## src/mbbs_pkg.sv

```systemverilog
package mbbs_pkg;

    localparam int MAX_VERTICES_DEF = 1024;
    localparam int COORD_WIDTH_DEF  = 24;

    typedef enum logic [2:0] {
        ST_LOAD,
        ST_SCAN,
        ST_DRAIN,
        ST_SQRT,
        ST_OUT
    } state_t;

    typedef struct packed {
        logic start;
        logic busy;
        logic done;
    } sqrt_ctl_t;

endpackage

```

## src/mbbs_dist_lane.sv

```systemverilog
module mbbs_dist_lane
    import mbbs_pkg::*;
#(
    parameter int COORD_WIDTH = COORD_WIDTH_DEF
) (
    input  logic                            aclk,
    input  logic signed [COORD_WIDTH-1:0]   coord,
    input  logic signed [COORD_WIDTH-1:0]   centre,
    output logic        [2*COORD_WIDTH+1:0] sq_reg
);

    logic signed [COORD_WIDTH:0] diff;
    logic        [COORD_WIDTH:0] mag;

    assign diff = {coord[COORD_WIDTH-1], coord} - {centre[COORD_WIDTH-1], centre};
    assign mag  = diff[COORD_WIDTH] ? -diff : diff;

    // squared offset on one axis
    always_ff @(posedge aclk) begin
        sq_reg <= mag * mag;
    end

endmodule

```

## config.mk

```make
export PLATFORM = sky130hd
export DESIGN_NAME = mbbs_dist_lane
export DESIGN_NICKNAME = d
export VERILOG_FILES = /design/src/mbbs_pkg.sv /design/src/mbbs_dist_lane.sv
export SDC_FILE = /design/constraint.sdc
export NUM_CORES = 1
export LEC_CHECK = 0
export BUFFER_PORTS_ARGS = -buffer_cell sky130_fd_sc_hd__buf_2
export CORE_ASPECT_RATIO = 0.75
export CORE_MARGIN = 2
export CORE_UTILIZATION = 48
export CTS_BUF_LIST = sky130_fd_sc_hd__clkbuf_4 sky130_fd_sc_hd__clkbuf_8
export CTS_CLUSTER_DIAMETER = 100
export DETAILED_ROUTE_END_ITERATION = 10
export PLACE_DENSITY = 0.67
export SYNTH_ARGS = -nofsm -noshare
export SYNTH_HDL_FRONTEND = slang
export SYNTH_SLANG_ARGS = --single-unit
```

## constraint.sdc

```tcl
create_clock -name aclk -period 12.25 [get_ports aclk]
set_input_delay 3.675 -clock aclk [delete_from_list [all_inputs] [get_ports aclk]]
set_output_delay 3.675 -clock aclk [all_outputs]
set_load 0.01 [all_outputs]
```

-- Word level (Yosys, flattened, before mapping)
Cells that the tools add are included.
- flip-flop bits (word level): 50
- input bits: 49
- output and inout bits: 50
- logic and storage cells: 5
- add/subtract/negate cells: 2
- multipliers: 1
- multiplexer cells: 1
- operator list (kind ; number):
    $mul 25x25->50 ; 1
    $mux 25 ; 1
    $neg 25->25 ; 1
    $sub 24x24->25 ; 1

-- Logic depth before layout (Yosys ltp)
Gate-level depths: netlist of run 1.
- depth after elaboration: 4
- depth in mapped cells: 40
- depth with buffers taken out: 38

-- Worst setup path before layout of run 1
OpenSTA, ideal clock, no wires.
- path type: in2reg
- start point: input coord[0]
- end point: register sq_reg[48]
- setup time: 0.122 ns
- arrival: 12.402 ns
- required time: 12.128 ns
- setup slack: -0.274 ns
- cell stages on the path: 38
- path buffers: 2
- cell sequence: inv_1 > ha_1 > fa_1 > nand2b_1 > a21oi_1 > o2111ai_1 > a21boi_0 > nor2_1 > nor4_1 > and3_1 > a21o_1 > xnor2_2 > buf_2 > nor2_1 > fa_1 > inv_1 > fa_1 > inv_1 > [... 2 more ...] > fa_1 > inv_1 > fa_1 > fa_1 > inv_1 > fa_1 > inv_1 > ha_1 > clkbuf_1 > o21a_1 > a211oi_1 > o31ai_1 > nand2_1 > a21oi_1 > o2111ai_1 > a31oi_1 > nor4_1 > a311o_1
- word-level cells in the longest chain between the ends: 4
- RTL lines (what ; RTL line ; RTL):
    start: declaration ; mbbs_dist_lane.sv:7 ; input logic signed [COORD_WIDTH-1:0] coord,
    $sub 24x24->25 * ; mbbs_dist_lane.sv:15 ; assign diff = {coord[COORD_WIDTH-1], coord} - {centre[COORD_WIDTH-1], centre};
    $neg 25->25 ; mbbs_dist_lane.sv:16 ; assign mag = diff[COORD_WIDTH] ? -diff : diff;
    $mux 25 * ; mbbs_dist_lane.sv:16 ;
    $mul 25x25->50 * ; mbbs_dist_lane.sv:20 ; sq_reg <= mag * mag;
    end signal: assignment ; mbbs_dist_lane.sv:20 ;
    end: declaration ; mbbs_dist_lane.sv:9 ; output logic [2*COORD_WIDTH+1:0] sq_reg
Mark *: on every way between the ends. The rest lies on a longest branch, timed or not.

-- Final worst setup path of run 1
- start point: input centre[2]
- end point: register sq_reg[48]
- word-level cells in the longest chain between the ends: 4
- RTL lines (what ; RTL line ; RTL):
    start: declaration ; mbbs_dist_lane.sv:8 ; input logic signed [COORD_WIDTH-1:0] centre,
    $sub 24x24->25 * ; mbbs_dist_lane.sv:15 ;
    $neg 25->25 ; mbbs_dist_lane.sv:16 ;
    $mux 25 * ; mbbs_dist_lane.sv:16 ;
    $mul 25x25->50 * ; mbbs_dist_lane.sv:20 ;
Marks and branches as above.

==> results.tsv, run 1 <==
metric	value	unit
synth_top_family_by_area	adder cells	
drt_iter0_markers	1020	
drc	0	
cts_tree	yes	
grt_max_degree	23	
synthArstFlopShare	0	%
synth_fa_ha_area_share	57.9	%
synth-compound-area-share	7.99	%
largest_reg_flops	49	
grt.overflow.total	0	
grt_pass1_vias	18846	
nets	3595	
ys_seq_elements	49	
dp_hpwl	51900	um
synth_edf_count	0	
post-route-period-util	100	%
clockBufferDepth	2	
multi_input_area	0.0183	mm2
initial_core_util	48.9	%
slew_viol_final	0	
drt-vias-per-instance	5.03	
gp_congestion	0.949	
cp.required	12.53	ns
setup_slack	-0.0467	ns
portBuffers	97	
syn_area_per_cell	8.96	um2
critPathMostFrequentCell	fa_1	
startpoint_type	primary input	
relSlewSlack	64.7	%
synthXorXnorAreaFrac	4.23	%
diodes	0	
cp_slowest_cell	fa_1	
drive_gt1_share	30.5	%
die_area	0.0447	mm2
cts_root_buf	clkbuf_8	
pre_cts_slack	-0.895	ns
rows	65	
cp.arrival	12.57	ns
pin_count	99	
vias	17302	
yosysUniqueCellTypes	91	
yosys_warnings	0	
crit_type	in2reg	
cts_sinks	49	
violations	negative setup slack	
min_period	12.30	ns
regArea	981	um2
syn_area	0.0206	mm2
postSynthCellCount	2303	
numCtsBuffers	5	
status	finished, violations left	
die_w	243	um
drt_wl_total	61100	um
grt_usage	28.1	%
rsz0062_at_grt	yes	
muxShareOfSynthArea	0.261	%
hp-class	in2reg	
grt_pass1_wl	97500	um
core_area	0.0422	mm2
fill_cells	3540	
critPathCaptureType	register	
clk_pin_slew	0.12	ns
yosys.area_share.simple	11.9	%
ys_seq_area_share	4.76	%
worst_pin_slew	0.526	ns
ant_nets	0	
drt-pass1-iter-count	6	
fmax	0.0813	GHz
cp_max_fo	6	
setup_viol	1	
routedWlPerCell	17.7	um
yosys_most_used_dff	dfxtp_1	
hold_violations	0	
area_growth	31.2	%
max_cap_viol_count	0	
die_h	184	um
slowest_delay	0.56	ns
antenna_found_initial	0	
htreeDepth	2	
-- timing repair --
item,in CTS,in global routing
gates resized for setup,94,188
hold buffers,0,0
pin swaps,56,117
setup endpoints to repair,22,24
setup buffers,21,45
-- cells by family after synthesis --
kind of cell / after synthesis
buf+inv: 688
fa+ha+maj: 673
simple gates: 556
compound gates: 241
xor+xnor: 89
flops: 49
mux: 5
other cells: 2
-- synth_stat cells (all sizes together), types with 29 or more instances --
library cell / instances / area [um2]
o21ai: 49 / 260
inv: 618 / 2320
fa: 469 / 9390
buf: 39 / 223
nor2: 229 / 860
a21o: 30 / 225
nand2: 191 / 717
dfxtp: 49 / 981
a21oi: 64 / 339
clkbuf: 29 / 109
xnor2: 54 / 537
xor2: 35 / 337
ha: 204 / 2550
nand2b: 30 / 188
-- layer usage --
layer  part of all wire (%)  GRT usage [%]  wire length [um]
met1                     44           37.8             27100
met2                     46           45.6             28200
met3                    7.7           7.41              4680
met4                    1.8           6.16              1070
met5                   0.16           1.63                98
-- per-stage QoR --
stage | hold WS (ns) | std cells | instance area (um2) | utilization [%] | setup TNS [ns]
global placement | 4.07 | 3370 | 25100 | 59.6 | -10.66
detailed placement | 4.07 | 3370 | 25100 | 59.6 | -14.92
global route | 4.35 | 3443 | 27100 | 64.1 | -2.23
floorplan | 3.98 | 2320 | 20900 | - | 0
finish | 4.29 | 3443 | 27100 | 64.1 | -0.0467
CTS | 4.31 | 3399 | 25900 | 61.3 | 0
-- critical path: cells and delay by family --
kind                     cells  cell delay (ns)
AO/OA/AOI/OAI               10             1.63
buffers and inverters       12             1.19
XOR/XNOR                     1             0.15
AND/OR/NAND/NOR              8             1.88
adder cells (fa/ha/maj)      9             4.02
-- placed cells by master (no fill, tap or decap), types with 6 or more instances in the layout --
cell,synthesis,routed
buf_12,0,7
ha_4,0,20
fa_1,469,457
o21ai_1,6,11
nand2b_1,30,24
nor2_1,229,204
buf_2,31,95
ha_1,204,181
xnor2_2,6,8
a21oi_2,2,20
inv_1,606,588
o21ai_0,39,26
xor2_2,4,13
o211ai_1,7,7
fa_2,0,12
a21o_1,30,30
and2_1,7,6
and3_1,10,9
nor2_2,0,13
xnor2_1,47,41
nand3_1,22,17
dfxtp_1,49,49
nor2b_1,12,10
o21ai_2,4,7
inv_2,12,23
nor2_4,0,12
o21a_1,14,13
nor3_1,11,7
a21oi_1,61,38
buf_6,3,30
conb_1,2,19
nand2_2,0,21
xor2_1,31,22
a21oi_4,1,6
nand2_1,191,168
clkbuf_8,0,6
buf_4,4,480
-- layout make-up --
cell class,instances,share of cell area (%)
Timing Repair Buffer,614,16.9
Sequential cell,49,3.62
Inverter,620,8.71
Clock buffer,6,0.305
Multi-Input combinational cell,1583,67.6
Clock inverter,2,0.139
Tap cell,569,2.63
-- path summary, 6_finish.rpt --
kind	start	endpoint	slack (ns)	cells after the start
worst max-delay path	centre[2]	sq_reg[48]$_DFF_P_	-0.05	40
worst min-delay path	centre[0]	sq_reg[2]$_DFF_P_	4.29	7
Power of run 1 is left out: the tool's default activity adds up to more than one toggle a clock period on the data nets, which glitch-free logic cannot reach.
==> inputs of run 2 (changes only) <==
--- a/config.mk
+++ b/config.mk
@@ -6,7 +6,6 @@
 export NUM_CORES = 1
 export LEC_CHECK = 0
 export BUFFER_PORTS_ARGS = -buffer_cell sky130_fd_sc_hd__buf_2
-export CORE_ASPECT_RATIO = 0.75
 export CORE_MARGIN = 2
 export CORE_UTILIZATION = 48
 export CTS_BUF_LIST = sky130_fd_sc_hd__clkbuf_4 sky130_fd_sc_hd__clkbuf_8
==> run 2 against run 1 <==
  * The flow now finishes without violations
  * Sequential share of layout area barely moved
  * Final cell count fell by 1.5%
  * Via count rose by 0.40%
  * Clock-buffer cell count fell by 1
  * Hold slack got worse by 0.045 ns
  * Setup slack improved by 0.14 ns
  * Critical path type unchanged
==> results.tsv, run 2 (synthesis results as in run 1) <==
metric	value	unit	change
slew_viol_final	0		unchanged
area_growth	31.4	%	
fmax	0.0822	GHz	+1.1%
numCtsBuffers	5		unchanged
core_area	0.0421	mm2	-0.18%
final_cell_mix	inv_1 (584), fa_1 (460), buf_4 (450)		
worst_pin_slew	0.499	ns	-0.0273 ns
use_met3	4.01	%	-3.4 points
ant_nets	0		unchanged
drt_iter0_markers	979		-4.0%
nets	3574		-0.58%
setup_viol	0		-1
cts_sinks	49		unchanged
max_cap_viol_count	0		unchanged
routedWlPerCell	17.5	um	-1.3%
clk_pin_slew	0.12	ns	about the same
relSlewSlack	66.6	%	+1.8 points
diodes	0		unchanged
cp_slowest_cell	fa_1		
cts_root_buf	clkbuf_8		
critPathCaptureType	register		
htreeDepth	2		unchanged
die_w	211	um	-13%
rows	75		+15%
cts_tree	yes		
grt.busiest_layer	met2		
whs	4.25	ns	-0.0453 ns
grt.overflow.total	0		unchanged
vias	17372		+0.40%
gp_congestion	0.970		+2.2%
min_period	12.16	ns	-0.135 ns
final_common_cell	inv_1		
largest_reg_flops	49		unchanged
hold_path.startpoint	centre[0]		
slowest_delay	0.56	ns	about the same
hold_violations	0		unchanged
critPathMostFrequentCell	fa_1		
status	finished, final reports clean		
crit_type	in2reg		
pin_count	99		unchanged
initial_core_util	48.9	%	+0.087 points
hold_depth	6		-1
clockBufferDepth	2		unchanged
grt_use_met1	34.7	%	-3.1 points
drt-vias-per-instance	5.12		+1.9%
crit_start	coord[8]		
grt_pass1_vias	19114		+1.4%
drt-pass1-iter-count	6		unchanged
rsz0062_at_grt	yes		
grt_util_met2	48.9	%	+3.3 points
antenna_found_initial	2		+2
grt_max_degree	23		unchanged
die_h	211	um	+15%
die_area	0.0446	mm2	about the same
cp.arrival	12.45	ns	-0.12 ns
grt_usage	27.6	%	-0.49 points
fin_util	64.3	%	+0.19 points
fin_area	0.0271	mm2	+0.12%
startpoint_type	primary input		
drive_gt1_share	30.1	%	-0.44 points
post-route-period-util	99.3	%	-1.1 points
cp.required	12.54	ns	about the same
cp_max_fo	6		unchanged
place_area	0.0252	mm2	+0.22%
grt_pass1_wl	95900	um	-1.6%
dp_hpwl	50700	um	-2.4%
drt_wl_total	59400	um	-2.8%
hp-class	in2reg		
drc	0		unchanged
portBuffers	97		unchanged
-- run 2: per-stage QoR --
stage | TNS, ns | worst slack, ns | std cells
after global placement | -14.25 | -0.910 | 3329
after CTS | 0 | 0.00161 | 3354
after global routing | -1.97 | -0.228 | 3392
final | 0 | 0.0885 | 3392
after floorplan | 0 | 0.0132 | 2320
after detailed placement | -17.57 | -1.04 | 3329
-- run 2: timing repair --
action                                  4_1_cts  5_1_grt
cloned                                        1        2
hold buffers                                  0        0
resized for setup                            50      227
pin swaps                                    31      110
buffers inserted                             16       36
endpoints found under the setup margin       20       25
-- run 2: per-layer routing --
layer	share of wire, %	up-vias
met1	40	8726
met4	3.6	0
met5	0	-
met3	5.4	130
met2	51	522
li1	-	7994
-- run 2: final timing paths --
check                            end
setup / recovery  sq_reg[45]$_DFF_P_
hold / removal     sq_reg[0]$_DFF_P_
-- run 2: cell type report --
type                            instances  area [um2]
Inverter                              620        2340
Clock inverter                          3        28.8
Timing Repair inverter                  1        5.00
Multi-Input combinational cell       1585       18400
Fill cell                            3448       15000
Sequential cell                        49         981
Tap cell                              539         674
Clock buffer                            5        68.8
Timing Repair Buffer                  590        4550
-- run 2: critical path: cells and delay by family --
kind | cells | cell delay, ns
adders and majority gates | 9 | 4.00
xor gates and xnor gates | 3 | 0.53
buffers and inverters | 13 | 1.39
and+or+nand+nor | 7 | 1.19
AOI/OAI and AO/OA | 8 | 1.62
Power of run 2 is left out for the same reason.
